[src/cwba_pkg.sv]
// ----------------------------------------------------------------------------
// cwba_pkg: white balance averager shared definitions
// Widths, constants, controller states and the command and status bundles
// that pass between the controller and the datapath.
// ----------------------------------------------------------------------------
`default_nettype none

package cwba_pkg;

	localparam int SAMPLES_PER_WINDOW = 6;
	localparam int SAMPLE_BITS        = 16;

	localparam int FIELD_W = 16;
	localparam int NUM_CH  = 3;
	localparam int CH_W    = 2;
	localparam int PIX_W   = 8;
	localparam int GAIN_W  = 24;
	localparam int FRAC_W  = 16;
	localparam int CNT_W   = $clog2(SAMPLES_PER_WINDOW + 1);
	localparam int ACC_W   = SAMPLE_BITS + $clog2(SAMPLES_PER_WINDOW);
	localparam int DIV_W   = (ACC_W > GAIN_W) ? ACC_W : GAIN_W;
	localparam int DCNT_W  = $clog2(DIV_W + 1);
	localparam int PROD_W  = SAMPLE_BITS + GAIN_W;

	// The window average is a multiplication by a rounded-up reciprocal of
	// the window length; the shift is wide enough for the quotient to be exact
	// over the whole range of the sums.
	localparam int RECIP_SHIFT = ACC_W + $clog2(SAMPLES_PER_WINDOW);
	localparam int RECIP_W     = RECIP_SHIFT + 1;
	localparam int AVGP_W      = ACC_W + RECIP_W;
	localparam logic [RECIP_W-1:0] RECIP = RECIP_W'(((longint'(1) << RECIP_SHIFT)
		+ longint'(SAMPLES_PER_WINDOW - 1)) / longint'(SAMPLES_PER_WINDOW));

	localparam logic [GAIN_W-1:0] GAIN_MAX   = {GAIN_W{1'b1}};
	localparam logic [GAIN_W-1:0] GAIN_UNITY = GAIN_W'(1) << FRAC_W;
	localparam logic [PIX_W-1:0]  WHITE_LEVEL = {PIX_W{1'b1}};
	localparam logic [DIV_W-1:0]  WHITE_SCALED = DIV_W'(WHITE_LEVEL) << FRAC_W;
	localparam logic [CH_W-1:0]   LAST_CH = CH_W'(NUM_CH - 1);

	localparam logic MODE_MEASURE   = 1'b0;
	localparam logic MODE_CALIBRATE = 1'b1;

	typedef enum logic [3:0] {
		ST_IDLE,
		ST_AVG,
		ST_GAIN_START,
		ST_GAIN_WAIT,
		ST_MUL,
		ST_SAT,
		ST_NEXT,
		ST_WRITE
	} state_t;

	typedef struct packed {
		logic            take;
		logic            avg_load;
		logic            gain_start;
		logic            gain_load;
		logic            gain_sat;
		logic            mul;
		logic            sat_load;
		logic            out_load;
		logic [CH_W-1:0] ch;
	} cmd_t;

	typedef struct packed {
		logic accept;
		logic complete;
		logic div_done;
		logic calibrate;
		logic avg_zero;
		logic out_free;
	} status_t;

endpackage

`default_nettype wire

[src/cwba_if.sv]
// ----------------------------------------------------------------------------
// cwba_in_if, cwba_out_if: sample and result channels
// Valid and ready handshake channels carrying one sample triple or one
// balanced colour result.
// ----------------------------------------------------------------------------
`default_nettype none

interface cwba_in_if;
	import cwba_pkg::*;
	logic               valid;
	logic               ready;
	logic               command;
	logic [FIELD_W-1:0] red_sample;
	logic [FIELD_W-1:0] green_sample;
	logic [FIELD_W-1:0] blue_sample;

	modport source (
		output valid, command, red_sample, green_sample, blue_sample,
		input  ready
	);
	modport sink (
		input  valid, command, red_sample, green_sample, blue_sample,
		output ready
	);
endinterface

interface cwba_out_if;
	import cwba_pkg::*;
	logic             valid;
	logic             ready;
	logic [PIX_W-1:0] red_out;
	logic [PIX_W-1:0] green_out;
	logic [PIX_W-1:0] blue_out;
	logic             calibration_done;

	modport source (
		output valid, red_out, green_out, blue_out, calibration_done,
		input  ready
	);
	modport sink (
		input  valid, red_out, green_out, blue_out, calibration_done,
		output ready
	);
endinterface

`default_nettype wire

[src/cwba_divider.sv]
// ----------------------------------------------------------------------------
// cwba_divider: restoring serial divider
// Produces one quotient bit per cycle; used for the calibration gains.
// ----------------------------------------------------------------------------
`default_nettype none

module cwba_divider
	import cwba_pkg::*;
(
	input  wire logic                   clk,
	input  wire logic                   arst_n,
	input  wire logic                   start,
	input  wire logic [DIV_W-1:0]       dividend,
	input  wire logic [SAMPLE_BITS-1:0] divisor,
	output logic                        done,
	output logic [DIV_W-1:0]            quotient
);

	logic [DIV_W-1:0]       quo_q;
	logic [SAMPLE_BITS-1:0] rem_q;
	logic [SAMPLE_BITS-1:0] dsr_q;
	logic [DCNT_W-1:0]      cnt_q;
	logic                   busy_q;
	logic                   done_q;
	logic [SAMPLE_BITS:0]   rem_shift;
	logic                   fits;

	assign rem_shift = {rem_q, quo_q[DIV_W-1]};
	assign fits      = rem_shift >= {1'b0, dsr_q};

	always_ff @(posedge clk or negedge arst_n) begin
		if (!arst_n) begin
			busy_q <= 1'b0;
			done_q <= 1'b0;
			cnt_q  <= '0;
		end else begin
			done_q <= 1'b0;
			if (start) begin
				busy_q <= 1'b1;
				cnt_q  <= DCNT_W'(DIV_W);
			end else if (busy_q) begin
				cnt_q <= cnt_q - DCNT_W'(1);
				if (cnt_q == DCNT_W'(1)) begin
					busy_q <= 1'b0;
					done_q <= 1'b1;
				end
			end
		end
	end

	always_ff @(posedge clk) begin
		if (start) begin
			quo_q <= dividend;
			rem_q <= '0;
			dsr_q <= divisor;
		end else if (busy_q) begin
			quo_q <= {quo_q[DIV_W-2:0], fits};
			if (fits) begin
				rem_q <= SAMPLE_BITS'(rem_shift - {1'b0, dsr_q});
			end else begin
				rem_q <= rem_shift[SAMPLE_BITS-1:0];
			end
		end
	end

	assign done     = done_q;
	assign quotient = quo_q;

endmodule

`default_nettype wire

[src/cwba_datapath.sv]
// ----------------------------------------------------------------------------
// cwba_datapath: accumulators, gains and result register
// Holds the window sums, the per-channel gains, the multiplier stage and
// the output register, all driven by controller commands.
// ----------------------------------------------------------------------------
`default_nettype none

module cwba_datapath
	import cwba_pkg::*;
(
	input  wire logic               clk,
	input  wire logic               arst_n,
	input  wire cmd_t               cmd,
	output status_t                 status,
	input  wire logic               in_valid,
	input  wire logic               command,
	input  wire logic [FIELD_W-1:0] red_sample,
	input  wire logic [FIELD_W-1:0] green_sample,
	input  wire logic [FIELD_W-1:0] blue_sample,
	output logic                    out_valid,
	input  wire logic               out_ready,
	output logic [PIX_W-1:0]        red_out,
	output logic [PIX_W-1:0]        green_out,
	output logic [PIX_W-1:0]        blue_out,
	output logic                    calibration_done
);

	logic [CNT_W-1:0]       count_q;
	logic                   mode_q;
	logic [ACC_W-1:0]       acc_q [NUM_CH];
	logic [GAIN_W-1:0]      gain_q [NUM_CH];
	logic [SAMPLE_BITS-1:0] avg_q;
	logic [PROD_W-1:0]      prod_s1;
	logic [PIX_W-1:0]       res_q [NUM_CH];
	logic                   out_valid_q;
	logic [PIX_W-1:0]       red_q;
	logic [PIX_W-1:0]       green_q;
	logic [PIX_W-1:0]       blue_q;
	logic                   done_q;

	logic [SAMPLE_BITS-1:0] sample [NUM_CH];
	logic                   fresh;
	logic [CNT_W-1:0]       next_count;
	logic                   accept;
	logic [AVGP_W-1:0]      avg_prod;
	logic                   div_start;
	logic [DIV_W-1:0]       div_dividend;
	logic [SAMPLE_BITS-1:0] div_divisor;
	logic                   div_done;
	logic [DIV_W-1:0]       div_quotient;
	logic [PROD_W-FRAC_W-1:0] prod_int;
	logic [PIX_W-1:0]       sat_value;

	assign sample[0] = red_sample[SAMPLE_BITS-1:0];
	assign sample[1] = green_sample[SAMPLE_BITS-1:0];
	assign sample[2] = blue_sample[SAMPLE_BITS-1:0];

	assign accept     = in_valid && cmd.take;
	assign fresh      = (command != mode_q) || (count_q == '0);
	assign next_count = fresh ? CNT_W'(1) : count_q + CNT_W'(1);

	always_ff @(posedge clk or negedge arst_n) begin
		if (!arst_n) begin
			count_q <= '0;
			mode_q  <= MODE_MEASURE;
			for (int c = 0; c < NUM_CH; c++) begin
				acc_q[c] <= '0;
			end
		end else if (accept) begin
			mode_q  <= command;
			count_q <= (next_count == CNT_W'(SAMPLES_PER_WINDOW)) ? '0 : next_count;
			for (int c = 0; c < NUM_CH; c++) begin
				if (fresh) begin
					acc_q[c] <= ACC_W'(sample[c]);
				end else begin
					acc_q[c] <= acc_q[c] + ACC_W'(sample[c]);
				end
			end
		end
	end

	assign avg_prod = AVGP_W'(acc_q[cmd.ch]) * AVGP_W'(RECIP);

	assign div_start    = cmd.gain_start;
	assign div_dividend = WHITE_SCALED;
	assign div_divisor  = avg_q;

	cwba_divider u_divider (
		.clk      (clk),
		.arst_n   (arst_n),
		.start    (div_start),
		.dividend (div_dividend),
		.divisor  (div_divisor),
		.done     (div_done),
		.quotient (div_quotient)
	);

	always_ff @(posedge clk or negedge arst_n) begin
		if (!arst_n) begin
			for (int c = 0; c < NUM_CH; c++) begin
				gain_q[c] <= GAIN_UNITY;
			end
		end else if (cmd.gain_sat) begin
			gain_q[cmd.ch] <= GAIN_MAX;
		end else if (cmd.gain_load) begin
			gain_q[cmd.ch] <= div_quotient[GAIN_W-1:0];
		end
	end

	assign prod_int  = prod_s1[PROD_W-1:FRAC_W];
	assign sat_value = (prod_int > (PROD_W-FRAC_W)'(WHITE_LEVEL)) ? WHITE_LEVEL
		: prod_int[PIX_W-1:0];

	always_ff @(posedge clk) begin
		if (cmd.avg_load) begin
			avg_q <= avg_prod[RECIP_SHIFT +: SAMPLE_BITS];
		end
		if (cmd.mul) begin
			prod_s1 <= PROD_W'(avg_q) * PROD_W'(gain_q[cmd.ch]);
		end
		if (cmd.sat_load) begin
			res_q[cmd.ch] <= sat_value;
		end
	end

	always_ff @(posedge clk or negedge arst_n) begin
		if (!arst_n) begin
			out_valid_q <= 1'b0;
		end else if (cmd.out_load) begin
			out_valid_q <= 1'b1;
		end else if (out_ready) begin
			out_valid_q <= 1'b0;
		end
	end

	always_ff @(posedge clk) begin
		if (cmd.out_load) begin
			if (mode_q == MODE_CALIBRATE) begin
				red_q   <= '0;
				green_q <= '0;
				blue_q  <= '0;
				done_q  <= 1'b1;
			end else begin
				red_q   <= res_q[0];
				green_q <= res_q[1];
				blue_q  <= res_q[2];
				done_q  <= 1'b0;
			end
		end
	end

	assign out_valid        = out_valid_q;
	assign red_out          = red_q;
	assign green_out        = green_q;
	assign blue_out         = blue_q;
	assign calibration_done = done_q;

	assign status.accept    = accept;
	assign status.complete  = next_count == CNT_W'(SAMPLES_PER_WINDOW);
	assign status.div_done  = div_done;
	assign status.calibrate = mode_q == MODE_CALIBRATE;
	assign status.avg_zero  = avg_q == '0;
	assign status.out_free  = !out_valid_q || out_ready;

endmodule

`default_nettype wire

[src/cwba_ctrl.sv]
// ----------------------------------------------------------------------------
// cwba_ctrl: window sequencer
// Takes samples, and at the end of a window walks the three channels
// through averaging, gain update or balancing, then issues the result.
// ----------------------------------------------------------------------------
`default_nettype none

module cwba_ctrl
	import cwba_pkg::*;
(
	input  wire logic    clk,
	input  wire logic    arst_n,
	input  wire status_t status,
	output cmd_t         cmd
);

	state_t          state_q;
	state_t          state_d;
	logic [CH_W-1:0] ch_q;

	always_ff @(posedge clk or negedge arst_n) begin
		if (!arst_n) begin
			state_q <= ST_IDLE;
			ch_q    <= '0;
		end else begin
			state_q <= state_d;
			if (state_q == ST_IDLE) begin
				ch_q <= '0;
			end else if (state_q == ST_NEXT && ch_q != LAST_CH) begin
				ch_q <= ch_q + CH_W'(1);
			end
		end
	end

	always_comb begin
		state_d = state_q;
		unique case (state_q)
			ST_IDLE: begin
				if (status.accept && status.complete) begin
					state_d = ST_AVG;
				end
			end
			ST_AVG: state_d = status.calibrate ? ST_GAIN_START : ST_MUL;
			ST_GAIN_START: state_d = status.avg_zero ? ST_NEXT : ST_GAIN_WAIT;
			ST_GAIN_WAIT: begin
				if (status.div_done) begin
					state_d = ST_NEXT;
				end
			end
			ST_MUL: state_d = ST_SAT;
			ST_SAT: state_d = ST_NEXT;
			ST_NEXT: state_d = (ch_q == LAST_CH) ? ST_WRITE : ST_AVG;
			ST_WRITE: begin
				if (status.out_free) begin
					state_d = ST_IDLE;
				end
			end
			default: state_d = ST_IDLE;
		endcase
	end

	always_comb begin
		cmd    = '0;
		cmd.ch = ch_q;
		unique case (state_q)
			ST_IDLE:       cmd.take = 1'b1;
			ST_AVG:        cmd.avg_load = 1'b1;
			ST_GAIN_START: begin
				cmd.gain_sat   = status.avg_zero;
				cmd.gain_start = !status.avg_zero;
			end
			ST_GAIN_WAIT:  cmd.gain_load = status.div_done;
			ST_MUL:        cmd.mul = 1'b1;
			ST_SAT:        cmd.sat_load = 1'b1;
			ST_NEXT:       ;
			ST_WRITE:      cmd.out_load = status.out_free;
			default:       ;
		endcase
	end

endmodule

`default_nettype wire

[src/color_white_balance_averager.sv]
// ----------------------------------------------------------------------------
// color_white_balance_averager: windowed white balance
// Averages red, green and blue samples over a window, then either sets the
// channel gains and flags calibration_done or issues a balanced RGB888 item.
// ----------------------------------------------------------------------------
//
//   Channel   Direction  Handshake     Carries
//   samples   in         valid/ready   command, red/green/blue samples
//   results   out        valid/ready   red/green/blue out, calibration_done
//
// A sample that does not end a window is taken without a stall. One that
// ends a window stalls the input while each channel passes through the
// average, multiply, saturate and next states in a measure window, or
// average, gain (serial divider, skipped for a zero average) and next in
// a calibration one, then a write issues the item. The result waits in an
// output register; a further window end waits for it to clear before
// issuing. Reset restores unity gains and an empty measure window at once.
// ----------------------------------------------------------------------------
`default_nettype none

module color_white_balance_averager
	import cwba_pkg::*;
(
	input  wire logic clk,
	input  wire logic arst_n,
	cwba_in_if.sink   samples,
	cwba_out_if.source results
);

	cmd_t    cmd;
	status_t status;

	assign samples.ready = cmd.take;

	cwba_ctrl u_ctrl (
		.clk    (clk),
		.arst_n (arst_n),
		.status (status),
		.cmd    (cmd)
	);

	cwba_datapath u_datapath (
		.clk              (clk),
		.arst_n           (arst_n),
		.cmd              (cmd),
		.status           (status),
		.in_valid         (samples.valid),
		.command          (samples.command),
		.red_sample       (samples.red_sample),
		.green_sample     (samples.green_sample),
		.blue_sample      (samples.blue_sample),
		.out_valid        (results.valid),
		.out_ready        (results.ready),
		.red_out          (results.red_out),
		.green_out        (results.green_out),
		.blue_out         (results.blue_out),
		.calibration_done (results.calibration_done)
	);

endmodule

`default_nettype wire

[src/flat_wrapper.sv]
// flat-port wrapper written by rule: the top's interface ports become plain ports
module color_white_balance_averager_flat import cwba_pkg::*;
  (clk, arst_n, samples_valid, samples_command, samples_red_sample, samples_green_sample, samples_blue_sample, samples_ready, results_valid, results_red_out, results_green_out, results_blue_out, results_calibration_done, results_ready);
  cwba_in_if samples_i ();
  cwba_out_if results_i ();
  input  wire logic clk;
  input  wire logic arst_n;
  input wire logic [$bits(samples_i.valid)-1:0] samples_valid;
  input wire logic [$bits(samples_i.command)-1:0] samples_command;
  input wire logic [$bits(samples_i.red_sample)-1:0] samples_red_sample;
  input wire logic [$bits(samples_i.green_sample)-1:0] samples_green_sample;
  input wire logic [$bits(samples_i.blue_sample)-1:0] samples_blue_sample;
  output wire logic [$bits(samples_i.ready)-1:0] samples_ready;
  output wire logic [$bits(results_i.valid)-1:0] results_valid;
  output wire logic [$bits(results_i.red_out)-1:0] results_red_out;
  output wire logic [$bits(results_i.green_out)-1:0] results_green_out;
  output wire logic [$bits(results_i.blue_out)-1:0] results_blue_out;
  output wire logic [$bits(results_i.calibration_done)-1:0] results_calibration_done;
  input wire logic [$bits(results_i.ready)-1:0] results_ready;
  assign samples_i.valid = samples_valid;
  assign samples_i.command = samples_command;
  assign samples_i.red_sample = samples_red_sample;
  assign samples_i.green_sample = samples_green_sample;
  assign samples_i.blue_sample = samples_blue_sample;
  assign samples_ready = samples_i.ready;
  assign results_valid = results_i.valid;
  assign results_red_out = results_i.red_out;
  assign results_green_out = results_i.green_out;
  assign results_blue_out = results_i.blue_out;
  assign results_calibration_done = results_i.calibration_done;
  assign results_i.ready = results_ready;
  color_white_balance_averager u_core (.clk(clk), .arst_n(arst_n), .samples(samples_i), .results(results_i));
endmodule
[config.mk]
export PLATFORM = sky130hd
export DESIGN_NAME = color_white_balance_averager_flat
export DESIGN_NICKNAME = d
export VERILOG_FILES = /design/src/cwba_pkg.sv /design/src/cwba_if.sv /design/src/cwba_divider.sv /design/src/cwba_datapath.sv /design/src/cwba_ctrl.sv /design/src/color_white_balance_averager.sv /design/src/flat_wrapper.sv
export SDC_FILE = /design/constraint.sdc
export NUM_CORES = 2
export LEC_CHECK = 0
export CORE_MARGIN = 2
export CORE_UTILIZATION = 35
export CTS_CLUSTER_DIAMETER = 50
export DETAILED_ROUTE_END_ITERATION = 10
export DONT_BUFFER_PORTS = 1
export PLACE_DENSITY = 0.51
export REMOVE_ABC_BUFFERS = 1
export SYNTH_ARGS = -nofsm -noshare
export SYNTH_HDL_FRONTEND = slang
export SYNTH_SLANG_ARGS = --single-unit
[constraint.sdc]
create_clock -name clk -period 7.87 [get_ports clk]
set_input_delay 0 -clock clk [delete_from_list [all_inputs] [get_ports clk]]
set_output_delay 0 -clock clk [all_outputs]
set_load 0.02 [all_outputs]
==> reports/metrics.csv <==
stage;metric;value;unit
run_status;status;finished with violations;
run_status;violations;hold timing;
critical_path;cp_common_cell;fa_1;
synthesis;synth.largest_area_cell;fa_1;
critical_path;crit_type;reg2reg;
clock_tree;cts_tree;done;
floorplan;fp.dieH;304;um
synthesis;syn-instance-count;3247;
routing;viasPerCell;4.93;
layout;drive_gt1_share;5.53;%
floorplan;ios;80;
sta;finalCritPeriodShare;94.9;%
critical_path;r2r-start;u_core.u_ctrl.ch_q[1];
worst_hold_path;hold_path.class;in2async;
clock_tree;ctsHtreeMaxLevel;2;
synthesis;ys_types;84;
critical_path;crit_fanout;24;
synthesis;netlist.area_leader.share;26.2;%
routing;vias;22200;
global_route;overflow;0;
job;cap_violations;0;
synthesis;synth_area_leaders;fa_1, ha_1, dfrtp_1;
synthesis;ys_ff_latch;291;
sta;fmax;134;MHz
clock_tree;cts.sinks;291;
sta;rsz0062_at_grt;false;
clock_tree;cts_buffers;43;
critical_path;worstPathArrival;7.79;ns
synthesis;ys_seq_area_share;24.2;%
critical_path;cp_slowest_cell;dfrtp_2;
routing;wire_per_inst;17.6;um
critical_path;crit_start;u_core.u_ctrl.ch_q[1];
synthesis;yosysWarnings;0;
layout;syn2layout_area_growth;12.1;%
place;placed_area;33000;um2
sta;finalHoldViolCount;4;
clock_tree;root_buffer;clkbuf_16;
routing;drc;0;
sta;slew_headroom;18.1;%
floorplan;dieArea;92200;um2
global_route;grt_pass1_wl;129000;um
place;dpl.hpwl;60400;um
floorplan;core_region_area;88600;um2
critical_path;crit_path_end_kind;flip-flop;
synthesis;avgSynthCellArea;9.68;um2
floorplan;num_rows;109;
global_route;groute.usage.overall;17.4;%
routing;drtAntennaViolNets;0;
global_route;antenna_found_initial;4;
critical_path;critPathRequiredTime;8.18;ns
routing;drt-total-wl;79400;um
floorplan;start_util;35.5;%
global_route;grt_pass1_vias;22900;
sta;tightestPinTransition;1.23;ns
synthesis;ys.flop_type;dfrtp_1;
routing;firstDrtPassIters;5;
synthesis;netlist_area;31400;um2
sta;skew;0.0325;ns
critical_path;start_kind;flip-flop;
routing;drtIter0Drc;1060;
sta;period_needed;7.47;ns
clock_tree;insertion_delay;0.60;ns
floorplan;die_w;304;um
place;port_buffers;0;
sta;drv_slew;0;
synthesis;synth_edf_count;105;
layout;fin_area;35300;um2
synthesis;synthArstFlopShare;50.2;%
clock_tree;clkSlewWorstSetupHoldPaths;0.06;ns
sta;holdWs;-0.0333;ns
layout;final_nets;4080;
global_route;grt_max_degree;147;
clock_tree;clock_path_buffers;3;
place;routabilityCongestion;0.818;
sta;setup_viol_count_final;0;
critical_path;cpPeakStageDelay;0.57;ns
==> through the flow <==
step	instances	util (%)	hold slack, ns	worst slack [ns]	setup TNS [ns]
final	4510	39.8	-0.0333	0.398	0
after global routing	4510	39.8	0.0756	0.0116	0
after CTS	4508	39.8	0.00588	0.347	0
after detailed placement	4348	37.2	-0.290	0.393	0
after global placement	4348	37.2	-0.291	0.428	0
after floorplan	3114	-	-0.296	-1.13	-22.96
==> per-layer routing <==
metal / GRT usage [%] / part of all wire (%) / up-vias
li1: - / - / 10700
met1: 23.9 / 47 / 11100
met2: 28.8 / 47 / 338
met3: 2.43 / 3.5 / 102
met4: 4.62 / 2.4 / 2
met5: 0 / 0.014 / -
==> logic make-up (layout without fill, tap and decap cells) <==
kind of cell | after synthesis | in the layout | synth area share, %
multiplexers | 72 | 72 | 2.29
buffers and inverters | 691 | 787 | 8.29
adder cells (fa/ha/maj) | 719 | 719 | 38.4
other | 0 | 2 | 0
XOR/XNOR | 84 | 84 | 2.34
AO/OA/AOI/OAI | 517 | 517 | 11.0
AND/OR/NAND/NOR | 873 | 873 | 13.4
flip-flops | 291 | 291 | 24.2
==> sequential cells by signal, indices dropped and copies added (netlist names), 16 cells and up <==
name / flops
u_core.u_datapath.acc_q: 57
u_core.u_datapath.res_q: 24
u_core.u_datapath.gain_q: 72
u_core.u_datapath.u_divider.rem_q: 16
u_core.u_datapath.u_divider.dsr_q: 16
u_core.u_datapath.u_divider.quotient: 24
u_core.u_datapath.prod_s1: 24
u_core.u_datapath.avg_q: 16
==> synth_stat cells, types with 6 or more instances <==
| cell | count |
|---|---|
| a31oi_1 | 23 |
| a21oi_1 | 120 |
| fa_1 | 411 |
| and3_1 | 11 |
| xnor2_1 | 53 |
| or2_2 | 10 |
| mux2i_1 | 72 |
| o21a_1 | 17 |
| dfrtp_1 | 143 |
| xor2_1 | 31 |
| nor2b_1 | 44 |
| and2_1 | 175 |
| nand4_1 | 15 |
| o211ai_1 | 10 |
| or3_1 | 12 |
| buf_2 | 6 |
| ha_1 | 308 |
| nand3b_1 | 6 |
| edfxtp_1 | 105 |
| nor4_1 | 12 |
| a22oi_1 | 8 |
| o22a_1 | 72 |
| dfxtp_1 | 40 |
| nor2_1 | 118 |
| nand3_1 | 25 |
| inv_1 | 557 |
| nor3_1 | 28 |
| buf_1 | 9 |
| a21o_1 | 45 |
| nand2_1 | 382 |
| and4_1 | 7 |
| clkbuf_1 | 117 |
| nand2b_1 | 13 |
| o21ai_1 | 8 |
| o21ai_0 | 124 |
| a211oi_1 | 17 |
==> what timing repair did <==
action,4_1_cts,5_1_grt
hold buffers,80,0
endpoints found under the setup margin,0,1
endpoints found under the hold margin,208,0
buffers inserted,0,0
gates resized for setup,0,1
==> worst paths after layout <==
path / to / slack [ns] / cells after the start
worst max register to register: u_core.u_datapath.prod_s1[39] / 0.40 / 25
worst min-delay path: u_core.u_datapath.acc_q[1] / -0.03 / 2
worst min register to register: u_core.u_datapath.u_divider.rem_q[15] / 0.47 / 2
min in group clk: u_core.u_datapath.acc_q[29] / 0.03 / 5
worst max-delay path: u_core.u_datapath.prod_s1[39] / 0.40 / 25
max in group asynchronous: u_core.u_datapath.gain_q[70] / 7.16 / 2
==> layout by cell type, fill, tap and decap left out, types with 5 or more instances in the layout <==
cell / n
dfrtp_1: 140
inv_6: 6
nor3_1: 28
o21ai_0: 108
ha_1: 308
o21bai_1: 5
a31oi_1: 23
clkbuf_1: 8
dlygate4sd3_1: 79
a22oi_1: 8
clkinv_2: 6
xnor2_1: 53
mux2i_1: 72
nand2b_1: 13
and4_1: 7
o22a_1: 72
o21a_1: 17
fa_1: 411
inv_1: 557
o211ai_1: 10
clkbuf_16: 43
nand2_1: 381
or2_2: 10
nor2_1: 118
buf_4: 66
a211oi_1: 17
edfxtp_1: 105
a21oi_1: 120
and3_1: 11
xor2_1: 31
a21o_1: 45
nor2b_1: 42
o21ai_1: 23
dfxtp_1: 40
or3_1: 12
nand3_1: 25
and2_1: 175
nand3b_1: 6
nand4_1: 15
nor4_1: 12
==> critical path, delay by kind of cell (launching register included) <==
| family | cells | cell delay [ns] |
|---|---|---|
| compound gates | 7 | 1.40 |
| mux | 1 | 0.33 |
| simple gates | 3 | 0.66 |
| buf+inv | 6 | 0.73 |
| fa+ha+maj | 7 | 3.34 |
| flops | 1 | 0.57 |
| xor+xnor | 1 | 0.13 |
==> final cells by class <==
class | instances | area (um2)
Fill cell | 8855 | 53400
Multi-Input combinational cell | 2265 | 21300
Sequential cell | 291 | 7610
Inverter | 558 | 2090
Tap cell | 1165 | 1460
Timing Repair Buffer | 149 | 1370
Clock buffer | 55 | 1160
Clock inverter | 25 | 299
Antenna cell | 2 | 5.00
Power is not shown: default switching activity piles up to over one toggle a cycle in this logic, so the estimate is an artifact.
